File: src/design/pfc_pkg.sv
// playfair digraph cipher package: letter codes, command codes, fsm states
// and the command/status structs shared by the controller and datapath
// no dependencies
`timescale 1ns / 1ps
`default_nettype none

package pfc_pkg;

   localparam int GRID_SIDE_DEFAULT = 5;
   localparam int LETTER_W          = 5;
   localparam int ALPHA             = 26;

   localparam logic [LETTER_W-1:0] CODE_I = 5'd8;
   localparam logic [LETTER_W-1:0] CODE_J = 5'd9;
   localparam logic [LETTER_W-1:0] CODE_X = 5'd23;
   localparam logic [LETTER_W-1:0] CODE_Z = 5'd25;

   typedef enum logic [1:0] {
      CMD_KEY     = 2'd0,
      CMD_FINISH  = 2'd1,
      CMD_ENCRYPT = 2'd2
   } cmd_type;

   typedef enum logic [1:0] {
      ST_IDLE,
      ST_CELL,
      ST_SEND,
      ST_FINISH
   } state_type;

   typedef struct packed {
      logic key_en;
      logic lookup_en;
      logic cell_en;
      logic fin_start;
      logic fin_step;
      logic load_rsp;
   } ctl_cmd_type;

   typedef struct packed {
      logic complete;
      logic fin_last;
   } dp_status_type;

   function automatic logic [LETTER_W-1:0] fold_letter(input logic [LETTER_W-1:0] code);
      logic [LETTER_W-1:0] c;
      c = (code > CODE_Z) ? CODE_Z : code;
      if (c == CODE_J) begin
         c = CODE_I;
      end
      return c;
   endfunction

endpackage

`default_nettype wire

File: src/design/playfair_digraph_cipher.sv
// playfair digraph cipher top level: controller and datapath
// depends on pfc_pkg, pfc_ctrl, pfc_datapath
//
//   channel  direction  word
//   req_     in         command, letter_a, letter_b, second_present
//   rsp_     out        cipher_a, cipher_b, status (encrypt only)
//
// key letter: taken in idle; finish: a start, then a walk over the alphabet
// through the single write port of the square and position memories
// encrypt: position read, cell read, result load
// one command at a time; a result may wait in the output register while the
// next command is taken, and an encrypt then holds until it is drained
// synchronous reset clears the placed flags, fill count and completion flag
`timescale 1ns / 1ps
`default_nettype none

module playfair_digraph_cipher #(
   parameter int GRID_SIDE = pfc_pkg::GRID_SIDE_DEFAULT
) (
   input  wire logic                         clock,
   input  wire logic                         reset,
   input  wire logic                         req_valid,
   output logic                              req_ready,
   input  wire logic [1:0]                   req_command,
   input  wire logic [pfc_pkg::LETTER_W-1:0] req_letter_a,
   input  wire logic [pfc_pkg::LETTER_W-1:0] req_letter_b,
   input  wire logic                         req_second_present,
   output logic                              rsp_valid,
   input  wire logic                         rsp_ready,
   output logic [pfc_pkg::LETTER_W-1:0]      rsp_cipher_a,
   output logic [pfc_pkg::LETTER_W-1:0]      rsp_cipher_b,
   output logic                              rsp_status
);

   pfc_pkg::ctl_cmd_type   ctl;
   pfc_pkg::dp_status_type status;

   pfc_ctrl u_ctrl (
      .clock       (clock),
      .reset       (reset),
      .req_valid   (req_valid),
      .req_ready   (req_ready),
      .req_command (req_command),
      .rsp_valid   (rsp_valid),
      .rsp_ready   (rsp_ready),
      .status      (status),
      .ctl         (ctl)
   );

   pfc_datapath #(
      .GRID_SIDE (GRID_SIDE)
   ) u_datapath (
      .clock              (clock),
      .reset              (reset),
      .ctl                (ctl),
      .req_letter_a       (req_letter_a),
      .req_letter_b       (req_letter_b),
      .req_second_present (req_second_present),
      .status             (status),
      .rsp_cipher_a       (rsp_cipher_a),
      .rsp_cipher_b       (rsp_cipher_b),
      .rsp_status         (rsp_status)
   );

endmodule

`default_nettype wire

File: src/design/pfc_ctrl.sv
// playfair controller: sequences key, finish and encrypt commands and owns
// the result valid flag; depends on pfc_pkg
`timescale 1ns / 1ps
`default_nettype none

module pfc_ctrl (
   input  wire logic                  clock,
   input  wire logic                  reset,
   input  wire logic                  req_valid,
   output logic                       req_ready,
   input  wire logic [1:0]            req_command,
   output logic                       rsp_valid,
   input  wire logic                  rsp_ready,
   input  wire pfc_pkg::dp_status_type status,
   output pfc_pkg::ctl_cmd_type       ctl
);

   pfc_pkg::state_type state_ff, state_in;
   logic rsp_valid_ff, rsp_valid_in;

   always_ff @(posedge clock) begin
      if (reset) begin
         state_ff     <= pfc_pkg::ST_IDLE;
         rsp_valid_ff <= 1'b0;
      end else begin
         state_ff     <= state_in;
         rsp_valid_ff <= rsp_valid_in;
      end
   end

   always_comb begin
      state_in  = state_ff;
      ctl       = '0;
      req_ready = 1'b0;
      unique case (state_ff)
         pfc_pkg::ST_IDLE: begin
            req_ready = 1'b1;
            if (req_valid) begin
               priority if (req_command == pfc_pkg::CMD_KEY) begin
                  ctl.key_en = 1'b1;
               end else if (req_command == pfc_pkg::CMD_FINISH) begin
                  if (!status.complete) begin
                     ctl.fin_start = 1'b1;
                     state_in      = pfc_pkg::ST_FINISH;
                  end
               end else if (req_command == pfc_pkg::CMD_ENCRYPT) begin
                  ctl.lookup_en = 1'b1;
                  state_in      = pfc_pkg::ST_CELL;
               end else begin
                  state_in = pfc_pkg::ST_IDLE;
               end
            end
         end
         pfc_pkg::ST_FINISH: begin
            ctl.fin_step = 1'b1;
            if (status.fin_last) begin
               state_in = pfc_pkg::ST_IDLE;
            end
         end
         pfc_pkg::ST_CELL: begin
            ctl.cell_en = 1'b1;
            state_in    = pfc_pkg::ST_SEND;
         end
         pfc_pkg::ST_SEND: begin
            if (!rsp_valid_ff || rsp_ready) begin
               ctl.load_rsp = 1'b1;
               state_in     = pfc_pkg::ST_IDLE;
            end
         end
         default: begin
            state_in = pfc_pkg::ST_IDLE;
         end
      endcase
   end

   always_comb begin
      if (ctl.load_rsp) begin
         rsp_valid_in = 1'b1;
      end else if (rsp_ready) begin
         rsp_valid_in = 1'b0;
      end else begin
         rsp_valid_in = rsp_valid_ff;
      end
   end

   assign rsp_valid = rsp_valid_ff;

endmodule

`default_nettype wire

File: src/design/pfc_datapath.sv
// playfair datapath: square and letter position memories, fill counters,
// placed flags, encrypt rules and result registers; depends on pfc_pkg
`timescale 1ns / 1ps
`default_nettype none

module pfc_datapath #(
   parameter int GRID_SIDE = pfc_pkg::GRID_SIDE_DEFAULT
) (
   input  wire logic                            clock,
   input  wire logic                            reset,
   input  wire pfc_pkg::ctl_cmd_type            ctl,
   input  wire logic [pfc_pkg::LETTER_W-1:0]    req_letter_a,
   input  wire logic [pfc_pkg::LETTER_W-1:0]    req_letter_b,
   input  wire logic                            req_second_present,
   output pfc_pkg::dp_status_type               status,
   output logic [pfc_pkg::LETTER_W-1:0]         rsp_cipher_a,
   output logic [pfc_pkg::LETTER_W-1:0]         rsp_cipher_b,
   output logic                                 rsp_status
);

   localparam int CELL_COUNT = GRID_SIDE * GRID_SIDE;
   localparam int RC_W       = $clog2(GRID_SIDE);
   localparam int POS_W      = $clog2(CELL_COUNT);
   localparam int CNT_W      = $clog2(CELL_COUNT + 1);
   localparam int LW         = pfc_pkg::LETTER_W;
   localparam int ALPHA      = pfc_pkg::ALPHA;

   typedef struct packed {
      logic [RC_W-1:0] row;
      logic [RC_W-1:0] col;
   } rc_type;

   // memories
   logic [LW-1:0] square_mem [CELL_COUNT];
   rc_type        index_mem  [ALPHA];

   logic [ALPHA-1:0] placed_ff, placed_in;
   logic [CNT_W-1:0] fill_ff, fill_in;
   rc_type           fill_rc_ff, fill_rc_in;
   logic             complete_ff, complete_in;
   logic [LW-1:0]    walk_ff, walk_in;

   rc_type        ia_ff, ib_ff;
   logic          err_ff;
   logic [LW-1:0] sa_ff, sb_ff;
   logic [LW-1:0] out_a_ff, out_b_ff;
   logic          out_err_ff;

   // placement
   logic             key_valid, restart, placed_key, do_place;
   logic [LW-1:0]    place_code;
   logic [CNT_W-1:0] base_fill;
   rc_type           base_rc;
   logic [POS_W-1:0] place_pos;

   always_comb begin
      key_valid  = ctl.key_en && (req_letter_a < LW'(ALPHA));
      restart    = key_valid && complete_ff;
      placed_key = restart ? 1'b0 : placed_ff[req_letter_a];
      base_fill  = restart ? '0 : fill_ff;
      base_rc    = restart ? '0 : fill_rc_ff;
      do_place   = 1'b0;
      place_code = req_letter_a;
      if (key_valid) begin
         do_place = (req_letter_a != pfc_pkg::CODE_J) && !placed_key
                    && (base_fill < CNT_W'(CELL_COUNT));
      end else if (ctl.fin_step) begin
         place_code = walk_ff;
         do_place   = (walk_ff != pfc_pkg::CODE_J) && !placed_ff[walk_ff]
                      && (fill_ff < CNT_W'(CELL_COUNT));
      end
      place_pos = POS_W'(base_rc.row * GRID_SIDE + base_rc.col);

      placed_in   = restart ? '0 : placed_ff;
      fill_in     = fill_ff;
      fill_rc_in  = base_rc;
      complete_in = complete_ff;
      walk_in     = walk_ff;
      if (restart) begin
         fill_in     = '0;
         complete_in = 1'b0;
      end
      if (do_place) begin
         placed_in[place_code] = 1'b1;
         fill_in               = base_fill + CNT_W'(1);
         if (base_rc.col == RC_W'(GRID_SIDE - 1)) begin
            fill_rc_in.col = '0;
            fill_rc_in.row = base_rc.row + RC_W'(1);
         end else begin
            fill_rc_in.col = base_rc.col + RC_W'(1);
         end
      end
      if (ctl.fin_start) begin
         walk_in = '0;
      end else if (ctl.fin_step) begin
         walk_in = walk_ff + LW'(1);
         if (walk_ff == LW'(ALPHA - 1)) begin
            complete_in = 1'b1;
         end
      end
   end

   always_ff @(posedge clock) begin
      if (reset) begin
         placed_ff   <= '0;
         fill_ff     <= '0;
         fill_rc_ff  <= '0;
         complete_ff <= 1'b0;
         walk_ff     <= '0;
      end else begin
         placed_ff   <= placed_in;
         fill_ff     <= fill_in;
         fill_rc_ff  <= fill_rc_in;
         complete_ff <= complete_in;
         walk_ff     <= walk_in;
      end
   end

   // letter position lookup
   logic [LW-1:0] addr_a, addr_b;

   always_comb begin
      addr_a = pfc_pkg::fold_letter(req_letter_a);
      addr_b = pfc_pkg::fold_letter(req_second_present ? req_letter_b : pfc_pkg::CODE_X);
   end

   always_ff @(posedge clock) begin
      if (do_place) begin
         index_mem[place_code] <= base_rc;
         square_mem[place_pos] <= place_code;
      end
      if (ctl.lookup_en) begin
         ia_ff  <= index_mem[addr_a];
         ib_ff  <= index_mem[addr_b];
         err_ff <= !complete_ff;
      end
   end

   // digraph rules
   rc_type           oa, ob;
   logic [POS_W-1:0] pos_a, pos_b;

   always_comb begin
      oa = ia_ff;
      ob = ib_ff;
      priority if (ia_ff.row == ib_ff.row) begin
         oa.col = (ia_ff.col == RC_W'(GRID_SIDE - 1)) ? '0 : ia_ff.col + RC_W'(1);
         ob.col = (ib_ff.col == RC_W'(GRID_SIDE - 1)) ? '0 : ib_ff.col + RC_W'(1);
      end else if (ia_ff.col == ib_ff.col) begin
         oa.row = (ia_ff.row == RC_W'(GRID_SIDE - 1)) ? '0 : ia_ff.row + RC_W'(1);
         ob.row = (ib_ff.row == RC_W'(GRID_SIDE - 1)) ? '0 : ib_ff.row + RC_W'(1);
      end else begin
         oa.col = ib_ff.col;
         ob.col = ia_ff.col;
      end
      pos_a = POS_W'(oa.row * GRID_SIDE + oa.col);
      pos_b = POS_W'(ob.row * GRID_SIDE + ob.col);
   end

   always_ff @(posedge clock) begin
      if (ctl.cell_en) begin
         sa_ff <= square_mem[pos_a];
         sb_ff <= square_mem[pos_b];
      end
   end

   // result word
   always_ff @(posedge clock) begin
      if (ctl.load_rsp) begin
         out_a_ff   <= err_ff ? '0 : sa_ff;
         out_b_ff   <= err_ff ? '0 : sb_ff;
         out_err_ff <= err_ff;
      end
   end

   assign status.complete = complete_ff;
   assign status.fin_last = (walk_ff == LW'(ALPHA - 1));
   assign rsp_cipher_a    = out_a_ff;
   assign rsp_cipher_b    = out_b_ff;
   assign rsp_status      = out_err_ff;

endmodule

`default_nettype wire

File: config.mk
export PLATFORM = sky130hd
export DESIGN_NAME = playfair_digraph_cipher
export DESIGN_NICKNAME = d
export VERILOG_FILES = /design/src/design/pfc_pkg.sv /design/src/design/playfair_digraph_cipher.sv /design/src/design/pfc_ctrl.sv /design/src/design/pfc_datapath.sv
export SDC_FILE = /design/constraint.sdc
export NUM_CORES = 1
export LEC_CHECK = 0
export ABC_AREA = 1
export BUFFER_PORTS_ARGS = -buffer_cell sky130_fd_sc_hd__buf_2
export CAP_MARGIN = 40
export CORE_MARGIN = 5
export CORE_UTILIZATION = 44
export CTS_BUF_LIST = sky130_fd_sc_hd__clkbuf_8 sky130_fd_sc_hd__clkbuf_16
export CTS_CLUSTER_DIAMETER = 200
export CTS_CLUSTER_SIZE = 12
export DETAILED_ROUTE_END_ITERATION = 7
export PLACE_DENSITY = 0.61
export SYNTH_ARGS = -nofsm -noshare
export SYNTH_HDL_FRONTEND = slang
export SYNTH_SLANG_ARGS = --single-unit
File: constraint.sdc
create_clock -name clock -period 6 [get_ports clock]
set_input_delay 0.6 -clock clock [delete_from_list [all_inputs] [get_ports clock]]
set_output_delay 0.6 -clock clock [all_outputs]
set_load 0.01 [all_outputs]
; ---- Word level (Yosys, flattened, before mapping)
; Memory sizes are Yosys's and may differ from the RTL's. A register that Yosys moved wholly into a read port is not among the register bits.
; Cells that the tools add are included.
[word_totals]
regBits = 58
word_cells = 145
ram_bits = 281
n_memories = 2
in_bits = 17
out_inout_bits = 13
[classes]
eq_ne = 22
multipliers = 3
bitwise_logic = 1
n_mux = 68
add_sub_neg = 11
order_cmp = 9
reduce_logical = 17
[mem_list]
columns = memory, depth, word_bits, rd, rd_ports_with_merged_regs, wr, line_no
row1 = u_datapath.index_mem, 26, 6, 2, 2, 1, pfc_datapath.sv:35  ; rc_type index_mem [ALPHA];
row2 = u_datapath.square_mem, 25, 5, 2, 2, 1, pfc_datapath.sv:34  ; logic [LW-1:0] square_mem [CELL_COUNT];
[ops]
columns = operator, n
row1 = 26-bit 2-to-1 mux, 2
row2 = 5-bit 2-to-1 mux, 9
row3 = 3-bit 2-to-1 mux, 14
row4 = 1-bit 2-to-1 mux, 29
row5 = 26-bit OR, 1
row6 = "3-bit by 1-bit adder with 3-bit output, second input constant", 6
row7 = "5-bit by 6-bit less-than comparator with 1-bit output, second input constant", 3
row8 = 2-bit 2-to-1 mux, 8
row9 = 5-bit by 3-bit adder with 5-bit output, 3
row10 = "3-bit == test, second input constant", 5
row11 = "5-bit less-than comparator, second input constant", 3
row12 = "3-bit by 3-bit multiplier with 5-bit output, second input constant", 3
row13 = 6-bit 2-to-1 mux, 2
row14 = "5-bit by 1-bit adder with 5-bit output, second input constant", 2
row15 = 1-bit binary-select mux with 5-bit select, 2
row16 = "5-bit by 4-bit == test with 1-bit output, second input constant", 2
row17 = "5-bit > comparator, second input constant", 2
row18 = "5-bit by 4-bit != test with 1-bit output, second input constant", 2
row19 = 2-bit one-hot mux with 4 select lines, 1
row20 = 1-bit logical AND, 7
row21 = "2-bit == test, second input constant", 3
row22 = 3-bit == test, 2
row23 = "2-bit != test, second input constant", 3
row24 = 1-bit demux with 5-bit select, 1
row25 = other kinds (11), 16

; ---- Longest topological paths before layout
[logic_depth]
ltp_word = 15
mapped_depth = 21
depth_no_buf = 20

; ---- Cells and area by module
; From an unflattened synthesis, not the netlist that was laid out.
[unflattened]
cells_unflattened = 2299
hier_area_um2 = 19882.8
[modules_own_cells]
columns = mod, cells_per_inst, seq_area_each_um2, instances, area_each_um2
row1 = pfc_datapath, 2256, 10319.9, 1, 19613.8
row2 = pfc_ctrl, 43, 60.1, 1, 269.0

; ---- Least setup slack after synthesis
; No wires, ideal clock.
[synth_path]
path_kind = input port to flip-flop
from = in req_letter_a[4] in the netlist's numbering
to = mem u_datapath.square_mem[10][0] in the netlist's numbering (enable)
path_slack_ps = 2027
path_buffers = 1
arrival_ps = 3599
stages = 17
setup_ps = 374
required_time_ps = 5626
path_cell_list = buf_4 nand2_1 inv_2 nand2_2 nand4_4 nand2_1 inv_1 ha_1 ha_1 ha_1 nand3_1 nand2_1 xnor2_1 or2_1 nand2_2 nand2_1 nor3_1
[synth_rtl]
columns = element, line_no
row1 = "start, declared", playfair_digraph_cipher.sv:25  ; input wire logic [pfc_pkg::LETTER_W-1:0] req_letter_a,
row2 = "end, declared", pfc_datapath.sv:34

==> metrics.txt <==
# TYPE chip_impl_metric gauge
chip_impl_info{name="result_of_the_run",value="completed"} 1
chip_impl_metric{name="share_comb_of_total_power",unit="%"} 19.6
chip_impl_info{name="setup.worst_path.end_class",value="register"} 1
chip_impl_metric{name="starting_utilization_of_the_core_area",unit="%"} 44.3
chip_impl_metric{name="globalplace.congestion",unit=""} 0.961
chip_impl_info{name="grt_setup_unrepaired",value="false"} 1
chip_impl_info{name="worstReg2RegStart",value="u_ctrl.state_ff[1]"} 1
chip_impl_metric{name="report.final.hold_viol_count",unit=""} 0
chip_impl_metric{name="fmaxAchievable",unit="MHz"} 221
chip_impl_metric{name="grt_start_max_net_pins",unit=""} 95
chip_impl_metric{name="power.density",unit="nW/um2"} 285
chip_impl_metric{name="layout.cell_area.non_filler",unit="um2"} 21100
chip_impl_metric{name="cts-root-to-sink-buffers",unit=""} 3
chip_impl_metric{name="cap_violations",unit=""} 0
chip_impl_info{name="mostFrequentLayoutCells",value="sky130_fd_sc_hd__nand2_1 (437), sky130_fd_sc_hd__edfxtp_1 (315), sky130_fd_sc_hd__inv_1 (263)"} 1
chip_impl_metric{name="worst_skew_pair.late_latency",unit="ns"} 0.56
chip_impl_info{name="crit_slowest_cell",value="sky130_fd_sc_hd__nand4_4"} 1
chip_impl_metric{name="avgViaCountPerCell",unit=""} 5.65
chip_impl_info{name="cts-root-buf",value="sky130_fd_sc_hd__clkbuf_16"} 1
chip_impl_metric{name="cts_post_setup_buffers_inserted",unit=""} 0
chip_impl_info{name="worst_r2r_endpoint",value="u_datapath.square_mem[23][0]"} 1
chip_impl_metric{name="async_flop_share",unit="%"} 0
chip_impl_metric{name="worst_pin_slew",unit="ns"} 0.903
chip_impl_metric{name="rr_worst_depth",unit=""} 14
chip_impl_metric{name="mappedNetlistNets",unit=""} 2273
chip_impl_info{name="worst_hold_startpoint",value="rsp_ready"} 1
chip_impl_metric{name="postSynthRegisterBits",unit=""} 361
chip_impl_info{name="worstPathCellList",value="inv_2, nand2_1, nor2_1, nand4_4, nand2_1, inv_1, ha_1, ha_1, fa_1, xnor2_1, inv_1, nor3_1, nand2_2, nor2_1"} 1
chip_impl_metric{name="drv_slew",unit=""} 0
chip_impl_info{name="most_common_flop_cell_mapped_by_yosys",value="sky130_fd_sc_hd__edfxtp_1"} 1
chip_impl_metric{name="avgSynthCellArea",unit="um2"} 8.80
chip_impl_metric{name="yosysSeqAreaShare",unit="%"} 53.3
chip_impl_metric{name="floorplan.die_area",unit="um2"} 48600
chip_impl_metric{name="detailedPlacementHpwl",unit="um"} 37000
chip_impl_info{name="start_kind",value="register"} 1
chip_impl_metric{name="global_route.overflow_total",unit=""} 0
chip_impl_metric{name="groute.usage.overall",unit="%"} 22.5
chip_impl_metric{name="drt-wirelength-per-cell",unit="um"} 19.7
chip_impl_metric{name="area_delta_synth_final",unit="%"} 8.09
chip_impl_metric{name="crit_buf_inv",unit=""} 3
chip_impl_metric{name="yosys_warnings",unit=""} 0
chip_impl_metric{name="required",unit="ns"} 6.18
chip_impl_metric{name="fin_crit",unit="ns"} 4.53
chip_impl_metric{name="drc",unit=""} 0
chip_impl_metric{name="clkTransAtPathRegs",unit="ns"} 0.06
chip_impl_metric{name="clock_sink_count",unit=""} 361
chip_impl_metric{name="wirelength",unit="um"} 54900
chip_impl_metric{name="floorplan.core_area",unit="um2"} 44000
chip_impl_info{name="path_delay_family",value="simple AND/OR/NAND/NOR gates"} 1
chip_impl_metric{name="placement.cell_area",unit="um2"} 20100
chip_impl_info{name="final_common_cell",value="sky130_fd_sc_hd__nand2_1"} 1
chip_impl_metric{name="setup_tns_final",unit="ns"} 0
chip_impl_metric{name="grt_pass1_vias",unit=""} 15057
chip_impl_metric{name="cts_hold_buf",unit=""} 0
chip_impl_metric{name="power_frac_seq",unit="%"} 46.3
chip_impl_metric{name="drtAntennaViolNets",unit=""} 0
chip_impl_metric{name="period_utilization",unit="%"} 75.4
chip_impl_metric{name="share_of_total_power_consumed_by_net_switching",unit="%"} 30.0
chip_impl_metric{name="synth_edf_count",unit=""} 315
chip_impl_metric{name="max_stage_delay",unit="ns"} 0.50
chip_impl_metric{name="drt_pass1_iterations",unit=""} 6
chip_impl_metric{name="num_io_pins",unit=""} 30
chip_impl_metric{name="insertedDiodeCount",unit=""} 0
chip_impl_info{name="critical_path_class",value="reg2reg"} 1
chip_impl_metric{name="detailroute.via_count",unit=""} 15790
chip_impl_metric{name="detail_route.iter0.violations",unit=""} 1875
chip_impl_metric{name="max_slew_margin",unit="%"} 39.7
chip_impl_metric{name="layout_cell_share_with_drive_strength_beyond_1",unit="%"} 6.68
chip_impl_metric{name="cts_max_level",unit=""} 2
chip_impl_metric{name="post_cts_resized",unit=""} 0
chip_impl_metric{name="grt_pass1_wl",unit="um"} 85100
chip_impl_metric{name="cellInternalPower",unit="mW"} 4.20
chip_impl_metric{name="netlist_area",unit="um2"} 19500
chip_impl_metric{name="crit_arrival",unit="ns"} 4.71
chip_impl_metric{name="reg_to_reg_slack_setup",unit="ns"} 1.47
chip_impl_metric{name="nNetsFinal",unit=""} 2244
chip_impl_info{name="cts_tree",value="built"} 1
chip_impl_metric{name="critical_path_peak_fanout",unit=""} 37
chip_impl_metric{name="leakage",unit="nW"} 8.19
chip_impl_info{name="hold_path_end",value="u_ctrl.rsp_valid"} 1
chip_impl_metric{name="final.setup_skew",unit="ns"} 0.0186
chip_impl_metric{name="power.share.clock",unit="%"} 34.1
chip_impl_metric{name="vdd_ir_drop_max",unit="V"} 0.000169
chip_impl_info{name="min-delay-path-class",value="in2reg"} 1
chip_impl_metric{name="setup_violation_total_in_the_final_timing_report",unit=""} 0
chip_impl_metric{name="cts_made_buffers",unit=""} 36
chip_impl_metric{name="p_switching",unit="mW"} 1.80
chip_impl_metric{name="syn_inst",unit=""} 2214
chip_impl_metric{name="row_count",unit=""} 77
chip_impl_metric{name="nFillCells",unit=""} 4145
chip_impl_metric{name="antenna_found_initial",unit=""} 0
chip_impl_metric{name="die_height",unit="um"} 220
chip_impl_metric{name="number_of_different_library_cells_in_the_post_synthesis_netlist",unit=""} 42
chip_impl_metric{name="io_buffers",unit=""} 29
chip_impl_metric{name="die_width",unit="um"} 220
chip_impl_metric{name="count_of_cells_along_the_worst_hold_path",unit=""} 3
==> through the flow <==
stage / total power [mW] / hold slack [ns] / worst slack, ns / util (%) / cells
2_1_floorplan: 3.62 / 0.424 / 2.03 / - / 2214
3_3_place_gp: 3.96 / 0.461 / 1.06 / 45.3 / 2733
3_5_place_dp: 3.99 / 0.460 / 0.945 / 45.5 / 2739
4_1_cts: 6.02 / 0.389 / 1.46 / 47.9 / 2794
5_1_grt: 6.27 / 0.413 / 1.04 / 47.9 / 2794
6_report: 6.00 / 0.411 / 1.47 / 47.9 / 2794
==> flip-flops by register name, summed over array words and instances (netlist names), 6 cells and up <==
| signal | count |
|---|---|
| u_datapath.fill_rc_ff | 6 |
| u_datapath.ia_ff | 6 |
| u_datapath.ib_ff | 6 |
| u_datapath.index_mem | 156 |
| u_datapath.placed_ff | 26 |
| u_datapath.square_mem | 125 |
==> per-layer routing <==
metal	vias to the layer above	track usage, %	routed length, um	share of wire [%]
li1	7544	-	-	-
met1	7456	31.9	23700	43
met2	677	35.5	24900	45
met3	113	3.72	4760	8.7
met4	0	7.22	1600	2.9
met5	-	0	0	0
==> worst max path at each step <==
stage	from	end	cells after the start
3_3_place_gp	req_letter_a[3]	u_datapath.square_mem[23][2]	15
6_report	u_ctrl.state_ff[1]	u_datapath.square_mem[23][0]	14
2_1_floorplan	req_letter_a[4]	u_datapath.square_mem[10][0]	17
3_5_place_dp	req_letter_a[3]	u_datapath.square_mem[23][0]	15
4_1_cts	u_ctrl.state_ff[1]	u_datapath.square_mem[23][2]	14
5_1_grt	u_ctrl.state_ff[1]	u_datapath.square_mem[23][2]	14
==> synth_stat cells, types with 12 or more instances <==
| cell type | count | area [um2] |
|---|---|---|
| sky130_fd_sc_hd__a21oi_1 | 119 | 596 |
| sky130_fd_sc_hd__o21ai_0 | 194 | 971 |
| sky130_fd_sc_hd__edfxtp_1 | 315 | 9460 |
| sky130_fd_sc_hd__dfxtp_1 | 46 | 921 |
| sky130_fd_sc_hd__o22ai_1 | 20 | 125 |
| sky130_fd_sc_hd__o21ai_1 | 19 | 95.1 |
| sky130_fd_sc_hd__nand2_2 | 16 | 100 |
| sky130_fd_sc_hd__nand2_1 | 437 | 1640 |
| sky130_fd_sc_hd__inv_1 | 248 | 931 |
| sky130_fd_sc_hd__buf_6 | 17 | 191 |
| sky130_fd_sc_hd__clkbuf_1 | 67 | 251 |
| sky130_fd_sc_hd__inv_2 | 16 | 60.1 |
| sky130_fd_sc_hd__nand3_1 | 203 | 1020 |
| sky130_fd_sc_hd__ha_1 | 39 | 488 |
| sky130_fd_sc_hd__buf_2 | 32 | 160 |
| sky130_fd_sc_hd__a31oi_1 | 12 | 75.1 |
| sky130_fd_sc_hd__o211ai_1 | 148 | 1110 |
| sky130_fd_sc_hd__nor2_1 | 192 | 721 |
==> final cells by class <==
cell class / count / area, um2 / area share, %
clock buffer: 36 / 901 / 4.28
clock inverter: 19 / 115 / 0.546
inverter: 269 / 1010 / 4.79
multi-input combinational: 1460 / 7470 / 35.5
sequential: 361 / 10400 / 49.3
tap: 592 / 741 / 3.52
timing repair buffer: 57 / 450 / 2.14
==> worst reg2reg max path: stages, from the launching register on <==
cell and delay, ns:
sky130_fd_sc_hd__dfxtp_1 0.33, sky130_fd_sc_hd__inv_2 0.06, sky130_fd_sc_hd__nand2_1 0.11, sky130_fd_sc_hd__nor2_1 0.24
sky130_fd_sc_hd__nand4_4 0.50, sky130_fd_sc_hd__nand2_1 0.30, sky130_fd_sc_hd__inv_1 0.39, sky130_fd_sc_hd__ha_1 0.44
sky130_fd_sc_hd__ha_1 0.23, sky130_fd_sc_hd__fa_1 0.38, sky130_fd_sc_hd__xnor2_1 0.30, sky130_fd_sc_hd__inv_1 0.09
sky130_fd_sc_hd__nor3_1 0.22, sky130_fd_sc_hd__nand2_2 0.15, sky130_fd_sc_hd__nor2_1 0.41
==> logic make-up (layout without fill, tap and decap cells) <==
| logic type | count (synthesis) | count (layout) | share of synthesized area, % |
|---|---|---|---|
| compound gates | 521 | 521 | 15.6 |
| flops | 361 | 361 | 53.3 |
| simple gates | 880 | 880 | 19.1 |
| buf+inv | 393 | 381 | 8.47 |
| fa+ha+maj | 42 | 42 | 2.81 |
| xor+xnor | 17 | 17 | 0.764 |
==> power groups by stage <==
| stage | clock [mW] | combinational, mW | sequential (mW) |
|---|---|---|---|
| after detailed placement | 0 | 1.15 | 2.83 |
| after global routing | 2.19 | 1.29 | 2.78 |
| after global placement | 0 | 1.12 | 2.83 |
| after CTS | 2.08 | 1.16 | 2.78 |
| final | 2.04 | 1.17 | 2.78 |
| after floorplan | 0 | 0.786 | 2.83 |
Power figures use the tool's default switching activity.
